$ cat src/ucsp_pkg.sv
// Shared types and constants for the command-driven four-channel servo PWM block.
package ucsp_pkg;

    localparam int unsigned CFG_INDEX_W = 3;
    localparam int unsigned CFG_DATA_W  = 16;

    // Configuration register indexes.
    localparam logic [CFG_INDEX_W-1:0] REG_PERIOD_TICKS    = 3'd0;
    localparam logic [CFG_INDEX_W-1:0] REG_TIMEOUT_PERIODS = 3'd1;
    localparam logic [CFG_INDEX_W-1:0] REG_AXIS_NEUTRAL    = 3'd2;
    localparam logic [CFG_INDEX_W-1:0] REG_AXIS_LOW        = 3'd3;
    localparam logic [CFG_INDEX_W-1:0] REG_AXIS_HIGH       = 3'd4;
    localparam logic [CFG_INDEX_W-1:0] REG_SWITCH_OFF      = 3'd5;
    localparam logic [CFG_INDEX_W-1:0] REG_SWITCH_ON       = 3'd6;

    // Reset values of the configuration registers.
    localparam logic [15:0] RST_PERIOD_TICKS    = 16'd2000;
    localparam logic [7:0]  RST_TIMEOUT_PERIODS = 8'd200;
    localparam logic [7:0]  RST_AXIS_NEUTRAL    = 8'd150;
    localparam logic [7:0]  RST_AXIS_LOW        = 8'd140;
    localparam logic [7:0]  RST_AXIS_HIGH       = 8'd160;
    localparam logic [7:0]  RST_SWITCH_OFF      = 8'd100;
    localparam logic [7:0]  RST_SWITCH_ON       = 8'd220;

    // Item kinds.
    localparam logic KIND_TICK = 1'b0;
    localparam logic KIND_CMD  = 1'b1;

    // Switch command bytes ('a' and 'b').
    localparam logic [7:0] CMD_SWITCH3 = 8'h61;
    localparam logic [7:0] CMD_SWITCH4 = 8'h62;

    typedef enum logic [1:0] {
        AXIS_NEUTRAL,
        AXIS_LOW,
        AXIS_HIGH
    } axis_sel_t;

    typedef struct packed {
        logic       kind;
        logic [7:0] cmd_byte;
    } ucsp_in_t;

    typedef struct packed {
        logic pin_ch1;
        logic pin_ch2;
        logic pin_ch3;
        logic pin_ch4;
    } ucsp_out_t;

    typedef struct packed {
        logic [15:0] period_ticks;
        logic [7:0]  timeout_periods;
        logic [7:0]  axis_neutral;
        logic [7:0]  axis_low;
        logic [7:0]  axis_high;
        logic [7:0]  switch_off;
        logic [7:0]  switch_on;
    } ucsp_cfg_t;

endpackage

$ cat src/ucsp_core.sv
// Frame counter, timeout and channel width state with the four pulse comparators.
module ucsp_core (
    input  logic               clk,
    input  logic               rst_n,
    input  logic               step,
    input  ucsp_pkg::ucsp_in_t  item,
    input  ucsp_pkg::ucsp_cfg_t cfg,
    output ucsp_pkg::ucsp_out_t pins
);

    logic [15:0] tick_count_reg, tick_count_next;
    logic [7:0]  frame_count_reg, frame_count_next;
    logic [7:0]  width_ch1_reg, width_ch1_next;
    logic [7:0]  width_ch2_reg, width_ch2_next;
    logic [7:0]  width_ch3_reg, width_ch3_next;
    logic [7:0]  width_ch4_reg, width_ch4_next;

    logic [15:0] tick_inc;
    logic        frame_wrap;
    logic [7:0]  frame_inc;
    logic        timed_out;
    ucsp_pkg::axis_sel_t sel_ch1, sel_ch2;

    function automatic logic [7:0] axis_width(ucsp_pkg::axis_sel_t sel,
                                              ucsp_pkg::ucsp_cfg_t c);
        logic [7:0] w;
        case (sel)
            ucsp_pkg::AXIS_LOW:  w = c.axis_low;
            ucsp_pkg::AXIS_HIGH: w = c.axis_high;
            default:             w = c.axis_neutral;
        endcase
        return w;
    endfunction

    // Codes 1 to 9 form a 3x3 grid: channel one walks the column, channel two the row.
    always_comb
    begin
        case (item.cmd_byte)
            8'd1:    begin sel_ch1 = ucsp_pkg::AXIS_NEUTRAL; sel_ch2 = ucsp_pkg::AXIS_NEUTRAL; end
            8'd2:    begin sel_ch1 = ucsp_pkg::AXIS_LOW;     sel_ch2 = ucsp_pkg::AXIS_NEUTRAL; end
            8'd3:    begin sel_ch1 = ucsp_pkg::AXIS_HIGH;    sel_ch2 = ucsp_pkg::AXIS_NEUTRAL; end
            8'd4:    begin sel_ch1 = ucsp_pkg::AXIS_NEUTRAL; sel_ch2 = ucsp_pkg::AXIS_LOW;     end
            8'd5:    begin sel_ch1 = ucsp_pkg::AXIS_LOW;     sel_ch2 = ucsp_pkg::AXIS_LOW;     end
            8'd6:    begin sel_ch1 = ucsp_pkg::AXIS_HIGH;    sel_ch2 = ucsp_pkg::AXIS_LOW;     end
            8'd7:    begin sel_ch1 = ucsp_pkg::AXIS_NEUTRAL; sel_ch2 = ucsp_pkg::AXIS_HIGH;    end
            8'd8:    begin sel_ch1 = ucsp_pkg::AXIS_LOW;     sel_ch2 = ucsp_pkg::AXIS_HIGH;    end
            8'd9:    begin sel_ch1 = ucsp_pkg::AXIS_HIGH;    sel_ch2 = ucsp_pkg::AXIS_HIGH;    end
            default: begin sel_ch1 = ucsp_pkg::AXIS_NEUTRAL; sel_ch2 = ucsp_pkg::AXIS_NEUTRAL; end
        endcase
    end

    assign tick_inc   = tick_count_reg + 16'd1;
    assign frame_wrap = (tick_inc >= cfg.period_ticks);
    assign frame_inc  = frame_wrap ? (frame_count_reg + 8'd1) : frame_count_reg;
    assign timed_out  = (frame_inc >= cfg.timeout_periods);

    always_comb
    begin
        tick_count_next  = tick_count_reg;
        frame_count_next = frame_count_reg;
        width_ch1_next   = width_ch1_reg;
        width_ch2_next   = width_ch2_reg;
        width_ch3_next   = width_ch3_reg;
        width_ch4_next   = width_ch4_reg;
        if (step)
        begin
            if (item.kind == ucsp_pkg::KIND_CMD)
            begin
                frame_count_next = 8'd0;
                width_ch1_next   = axis_width(sel_ch1, cfg);
                width_ch2_next   = axis_width(sel_ch2, cfg);
                width_ch3_next   = (item.cmd_byte == ucsp_pkg::CMD_SWITCH3) ?
                                   cfg.switch_on : cfg.switch_off;
                width_ch4_next   = (item.cmd_byte == ucsp_pkg::CMD_SWITCH4) ?
                                   cfg.switch_on : cfg.switch_off;
            end
            else
            begin
                tick_count_next  = frame_wrap ? 16'd0 : tick_inc;
                frame_count_next = timed_out ? 8'd0 : frame_inc;
                if (timed_out)
                begin
                    width_ch1_next = cfg.axis_neutral;
                    width_ch2_next = cfg.axis_neutral;
                    width_ch3_next = cfg.switch_off;
                    width_ch4_next = cfg.switch_off;
                end
            end
        end
    end

    // Pins compare the updated counter against the updated widths.
    assign pins.pin_ch1 = (tick_count_next < {8'd0, width_ch1_next});
    assign pins.pin_ch2 = (tick_count_next < {8'd0, width_ch2_next});
    assign pins.pin_ch3 = (tick_count_next < {8'd0, width_ch3_next});
    assign pins.pin_ch4 = (tick_count_next < {8'd0, width_ch4_next});

    always_ff @(posedge clk or negedge rst_n)
    begin
        if (!rst_n)
        begin
            tick_count_reg  <= 16'd0;
            frame_count_reg <= 8'd0;
            width_ch1_reg   <= ucsp_pkg::RST_AXIS_NEUTRAL;
            width_ch2_reg   <= ucsp_pkg::RST_AXIS_NEUTRAL;
            width_ch3_reg   <= ucsp_pkg::RST_SWITCH_OFF;
            width_ch4_reg   <= ucsp_pkg::RST_SWITCH_OFF;
        end
        else
        begin
            tick_count_reg  <= tick_count_next;
            frame_count_reg <= frame_count_next;
            width_ch1_reg   <= width_ch1_next;
            width_ch2_reg   <= width_ch2_next;
            width_ch3_reg   <= width_ch3_next;
            width_ch4_reg   <= width_ch4_next;
        end
    end

endmodule

$ cat src/uart_command_servo_pwm.sv
// Top level of the command-driven four-channel servo PWM block.
//
// The block takes one item per clock cycle while in_stall is low, ticks and
// command bytes alike. An accepted item is held in an input register. From
// there a single pass of logic updates the tick and frame counters or loads
// new channel widths, and for a tick writes the four pin levels into the
// output register, which offers them as the result; a command byte updates
// the state and produces no result. The output register is the only place a
// result waits, so input stall rises only while a tick sits in the input
// register and the output register is full and stalled. Configuration
// writes are always ready and take effect on the next item; write them only
// while no item is in flight. Writes to an index past the last register are
// ignored.
module uart_command_servo_pwm (
    input  logic                               clk,
    input  logic                               rst_n,
    input  logic                               in_valid,
    input  ucsp_pkg::ucsp_in_t                 in_data,
    output logic                               in_stall,
    output logic                               out_valid,
    output ucsp_pkg::ucsp_out_t                out_data,
    input  logic                               out_stall,
    input  logic                               cfg_valid,
    output logic                               cfg_ready,
    input  logic [ucsp_pkg::CFG_INDEX_W-1:0]   cfg_index,
    input  logic [ucsp_pkg::CFG_DATA_W-1:0]    cfg_data
);

    ucsp_pkg::ucsp_cfg_t cfg_reg;
    logic                s1_valid_reg;
    ucsp_pkg::ucsp_in_t  s1_item_reg;
    logic                out_valid_reg;
    ucsp_pkg::ucsp_out_t out_data_reg;
    ucsp_pkg::ucsp_out_t pins;
    logic                out_free;
    logic                s1_step;
    logic                s1_is_tick;

    // Configuration registers.
    assign cfg_ready = 1'b1;

    always_ff @(posedge clk or negedge rst_n)
    begin
        if (!rst_n)
        begin
            cfg_reg.period_ticks    <= ucsp_pkg::RST_PERIOD_TICKS;
            cfg_reg.timeout_periods <= ucsp_pkg::RST_TIMEOUT_PERIODS;
            cfg_reg.axis_neutral    <= ucsp_pkg::RST_AXIS_NEUTRAL;
            cfg_reg.axis_low        <= ucsp_pkg::RST_AXIS_LOW;
            cfg_reg.axis_high       <= ucsp_pkg::RST_AXIS_HIGH;
            cfg_reg.switch_off      <= ucsp_pkg::RST_SWITCH_OFF;
            cfg_reg.switch_on       <= ucsp_pkg::RST_SWITCH_ON;
        end
        else if (cfg_valid && cfg_ready)
        begin
            case (cfg_index)
                ucsp_pkg::REG_PERIOD_TICKS:    cfg_reg.period_ticks    <= cfg_data;
                ucsp_pkg::REG_TIMEOUT_PERIODS: cfg_reg.timeout_periods <= cfg_data[7:0];
                ucsp_pkg::REG_AXIS_NEUTRAL:    cfg_reg.axis_neutral    <= cfg_data[7:0];
                ucsp_pkg::REG_AXIS_LOW:        cfg_reg.axis_low        <= cfg_data[7:0];
                ucsp_pkg::REG_AXIS_HIGH:       cfg_reg.axis_high       <= cfg_data[7:0];
                ucsp_pkg::REG_SWITCH_OFF:      cfg_reg.switch_off      <= cfg_data[7:0];
                ucsp_pkg::REG_SWITCH_ON:       cfg_reg.switch_on       <= cfg_data[7:0];
                default:                       ;
            endcase
        end
    end

    // The input register item is processed when it has somewhere to go. A
    // command never needs the output register; a tick needs it empty or
    // draining in this cycle.
    assign out_free   = !out_valid_reg || !out_stall;
    assign s1_is_tick = (s1_item_reg.kind == ucsp_pkg::KIND_TICK);
    assign s1_step    = s1_valid_reg && (!s1_is_tick || out_free);
    assign in_stall   = s1_valid_reg && !s1_step;

    always_ff @(posedge clk or negedge rst_n)
    begin
        if (!rst_n)
        begin
            s1_valid_reg <= 1'b0;
        end
        else if (!in_stall)
        begin
            s1_valid_reg <= in_valid;
        end
    end

    always_ff @(posedge clk)
    begin
        if (!in_stall && in_valid)
        begin
            s1_item_reg <= in_data;
        end
    end

    ucsp_core u_core (
        .clk   (clk),
        .rst_n (rst_n),
        .step  (s1_step),
        .item  (s1_item_reg),
        .cfg   (cfg_reg),
        .pins  (pins)
    );

    // Output register: loaded by a processed tick, cleared once its transfer
    // completes.
    always_ff @(posedge clk or negedge rst_n)
    begin
        if (!rst_n)
        begin
            out_valid_reg <= 1'b0;
        end
        else if (s1_step && s1_is_tick)
        begin
            out_valid_reg <= 1'b1;
        end
        else if (!out_stall)
        begin
            out_valid_reg <= 1'b0;
        end
    end

    always_ff @(posedge clk)
    begin
        if (s1_step && s1_is_tick)
        begin
            out_data_reg <= pins;
        end
    end

    assign out_valid = out_valid_reg;
    assign out_data  = out_data_reg;

    // A stall can only come from a tick waiting on a full output register.
    a_stall_cause: assert property (@(posedge clk) disable iff (!rst_n)
        in_stall |-> (s1_valid_reg && s1_is_tick && out_valid_reg && out_stall))
        else $error("input stall without a blocked tick");

    // A processed tick always yields a result in the next cycle.
    a_tick_result: assert property (@(posedge clk) disable iff (!rst_n)
        (s1_step && s1_is_tick) |=> out_valid_reg)
        else $error("processed tick produced no result");

    // A command never lands in the output register.
    a_cmd_no_result: assert property (@(posedge clk) disable iff (!rst_n)
        (s1_step && !s1_is_tick && !out_valid_reg) |=> !out_valid_reg)
        else $error("command produced a result");

    // A held item is not overwritten while stalled.
    a_hold_item: assert property (@(posedge clk) disable iff (!rst_n)
        in_stall |=> (s1_valid_reg && $stable(s1_item_reg)))
        else $error("stalled input register item changed");

endmodule

$ cat config.mk
export PLATFORM = sky130hd
export DESIGN_NAME = uart_command_servo_pwm
export DESIGN_NICKNAME = d
export VERILOG_FILES = /design/src/ucsp_pkg.sv /design/src/ucsp_core.sv /design/src/uart_command_servo_pwm.sv
export SDC_FILE = /design/constraint.sdc
export NUM_CORES = 1
export LEC_CHECK = 0
export ABC_AREA = 1
export ABC_CLOCK_PERIOD_IN_PS = 5970
export BUFFER_PORTS_ARGS = -buffer_cell sky130_fd_sc_hd__buf_2
export CAP_MARGIN = 10
export CORE_ASPECT_RATIO = 0.75
export CORE_MARGIN = 2
export CORE_UTILIZATION = 57
export CTS_CLUSTER_DIAMETER = 40
export DETAILED_ROUTE_END_ITERATION = 12
export GPL_TIMING_DRIVEN = 1
export PLACE_DENSITY = 0.75
export RECOVER_POWER = 100
export SLEW_MARGIN = 15
export SYNTH_ARGS = -nofsm -noshare
export SYNTH_HDL_FRONTEND = slang
export SYNTH_HIERARCHICAL = 1
export SYNTH_SLANG_ARGS = --single-unit
$ cat constraint.sdc
create_clock -name clk -period 5.97 [get_ports clk]
set_input_delay 1.4925 -clock clk [delete_from_list [all_inputs] [get_ports clk]]
set_output_delay 1.4925 -clock clk [all_outputs]
set_load 0.05 [all_outputs]
==> metrics <==
status complete, but fails checks; failing checks capacitance limit, slew limit; fin crit period 5.62 ns; GRT overflow 0; DR iter-0 viols 586; pwr dens 333 mW/mm2; Sequential Area 0.00349 mm2; final net count 1215; cts bufs inserted 17; Worst Hold Margin 0.462 ns; cell row count 37; Synth top area share 24.9%; syn avg cell area 7.62 um2; Synth area leader dfrtp_1; Final setup viols 0; Crit path top cell by count clkbuf_1; FF+latch count, synth 135; share of cells above drive strength 1 11.9%; clock tree from TritonCTS built; critical path endpoint category flip-flop; Main synth FF type dfrtp_1; WL/cell 15.2 um; vias in the first global route 6719; clk_skew 0.0175 ns; routed vias 7028; Die X-Extent 143 um; maximum vdd drop 231 uV; Core Box Area 0.0139 mm2; DR DRC count 0; largest net degree at the start of global routing 76; HP Class flip-flop to flip-flop; Worst Setup Path Type input port to flip-flop; sequential share of the synthesized area 42.4%; first-pass GRT wire length 33200 um; post-synthesis compound-gate area fraction 9.30%; # fillers 1208; max reg flops 64; Synth area leaders dfrtp_1 25%, nand2_1 15%, dfstp_2 13%; Initial Util 59.3%; Post-Synth XOR/XNOR Area 1.49%; hold buffers post-CTS 0; Crit-path slowest cell nor2_1; worst endpoint required time 6.24 ns; syn nets 1171; Synth Area in Simple Gates 27.4%; Fin Setup TNS 0 ns; Die ar. 0.0154 mm2; Leak 4.97 nW; Die Y 108 um; area of the multi-input gates 0.00383 mm2; startpoint types input port; global placement routability congestion 0.938; final wirelength 20000 um; Tcrit/Tclk final 94.1%; DR pass1 iterations 5; Setup Fix Bufs, Post-CTS 0; # diodes 0; Syn Std Cell Area 0.00823 mm2; IO buf count 38; vias per std cell 5.36; Max clock buf depth 2; Post-DRT Antenna Nets 0; hold violation count in the final report 0; final-report max-slew violation count 76; RSZ-0062 raised after global routing false; Clock Latency Late Sink 0.42 ns; CP cell instances clkbuf_1 > a31oi_1 > clkbuf_1 > inv_2 > nor2_4 > clkbuf_1 > inv_1 > nor2_1 > nand2_1 > o21ai_0 > ha_1 > a21oi_1 > o21a_1 > nand3_1 > a21oi_1; EDFF count, synth 13; initial antenna violation count 0; Critical Path AT 5.89 ns; relative slew slack -166%; mux share of post-synthesis cell area 0%; layout overhead on the synthesized area 10.7%; largest family of logic cells by synthesized area simple AND/OR/NAND/NOR gates; Gate Count Post-Synth 1080; GRT Total Usage 27.8%; Worst Max-Slew Pin Slew 4.00 ns; largest fanout on the critical path 13; Yosys warnings 6; Post-Synth Adder-Cell Area 8.82%; crit-path max cell delay 0.72 ns; unique cell type count in the Yosys netlist 38; boundary pin count 40; clock sink count 135; f_max 178 MHz; Max-cap violations 1; HPWL Detailed 14400 um; H-tree depth 4; Worst-path clk slew 0.06 ns; Synth async-reset ratio 90.4%; root buf cell clkbuf_16
[path summary, 6_finish.rpt]
kind                                                    start                                 to  slack, ns  depth (start not counted)
min in group asynchronous                               rst_n            cfg_reg[40]$_DFFE_PN0P_       2.46                          1
max                                                 out_stall              out_data[2]$_DFFE_PP_       0.35                         15
min                                   cfg_reg[58]$_DFFE_PN1P_            cfg_reg[58]$_DFFE_PN1P_       0.46                          2
min reg2reg                           cfg_reg[58]$_DFFE_PN1P_            cfg_reg[58]$_DFFE_PN1P_       0.46                          2
max reg2reg                u_core/tick_count_reg[0]$_DFF_PN0_              out_data[2]$_DFFE_PP_       0.57                         31
max in group asynchronous                               rst_n  u_core/width_ch3_reg[3]$_DFF_PN0_       1.05                          2
[Yosys cell counts, types with 6 or more instances]
master      n
o211ai_1   16
nor2_1     62
nand4_1     6
inv_2      11
nor2_4      6
nor2_2     10
o22ai_1    23
and3_1     18
o21ai_0    25
nand2_2     7
edfxtp_1   13
ha_1       58
buf_2       9
inv_1     190
a21oi_1    41
buf_4       6
dfstp_2    40
nand2_1   325
nor3_1     17
a21oi_2     6
xor2_1     14
nand3_1    64
dfrtp_1    82
[cell families (layout without fill, tap and decap cells)]
logic type,Yosys count,count (layout)
other,1,1
AND/OR/NAND/NOR,523,523
XOR/XNOR,14,14
buffers and inverters,221,278
adder cells (fa/ha/maj),58,58
AO/OA/AOI/OAI,128,128
flip-flops,135,135
[worst max-delay path: cells and delay by family]
kind,cells,cell delay (ns)
simple gates,4,1.28
fa+ha+maj,1,0.37
compound gates,5,0.91
buf+inv,5,1.81
[what timing repair did]
item                       in CTS  in global routing
resized for setup               0                  2
setup endpoints to repair       0                  4
hold endpoints to repair        0                  0
[through the flow]
stage / util (%) / power, mW / std cells / setup WS (ns) / cell area (um2)
after floorplan: - / 1.78 / 1080 / 1.11 / 8230
after global placement: 61.8 / 1.97 / 1280 / 0.552 / 8590
after detailed placement: 61.8 / 2.00 / 1280 / 0.304 / 8590
after CTS: 66.1 / 3.05 / 1312 / 0.253 / 9180
after global routing: 65.6 / 3.23 / 1312 / 0.0186 / 9110
final: 65.6 / 3.03 / 1312 / 0.352 / 9110
[layer usage]
metal	vias up	wire (um)	GRT usage, %
met5	-	0	0
li1	3525	-	-
met1	3254	9440	38.8
met2	224	8940	44.8
met4	0	259	8.13
met3	25	1310	5.05
[power by group]
part / internal, mW / switching [mW] / total, mW
clock: 0.611 / 0.426 / 1.04
combinational: 0.271 / 0.510 / 0.781
sequential: 1.13 / 0.0840 / 1.21
total: 2.01 / 1.02 / 3.03
[final cells by class]
type,count,share of cell area [%]
repair buffers,45,2.45
flip-flops and latches,135,38.4
well taps,175,2.40
clock buffers,21,5.54
inverters,201,8.28
clock inverters,11,0.948
multi-input cells,724,42.0
[placed cells by master, fill, tap and decap left out, types with 2 or more instances in the layout]
master	synthesis	layout
o21ai_0	25	25
clkbuf_16	0	20
and3_1	18	18
a31oi_1	2	2
nor3_2	2	2
dfstp_2	40	40
inv_1	190	195
o211ai_1	16	16
nor2_4	6	2
xor2_1	14	14
nor3_1	17	17
nand2_1	325	326
inv_2	11	6
nand3_2	2	2
a21oi_2	6	3
inv_6	0	3
a21oi_1	41	44
nor2_2	10	10
o21a_1	4	4
o21bai_1	2	2
nor2_1	62	66
clkinv_4	0	4
clkinvlp_4	0	2
clkbuf_1	4	13
o21ai_1	4	4
dfrtp_1	82	82
nand4_1	6	7
a22o_1	2	2
buf_4	6	4
nand2_2	7	5
buf_2	9	28
nand3_1	64	64
a21o_1	2	2
edfxtp_1	13	13
ha_1	58	58
o22ai_1	23	23
nand3b_1	2	2
clkinv_2	0	2
Power figures use the tool's default switching activity.
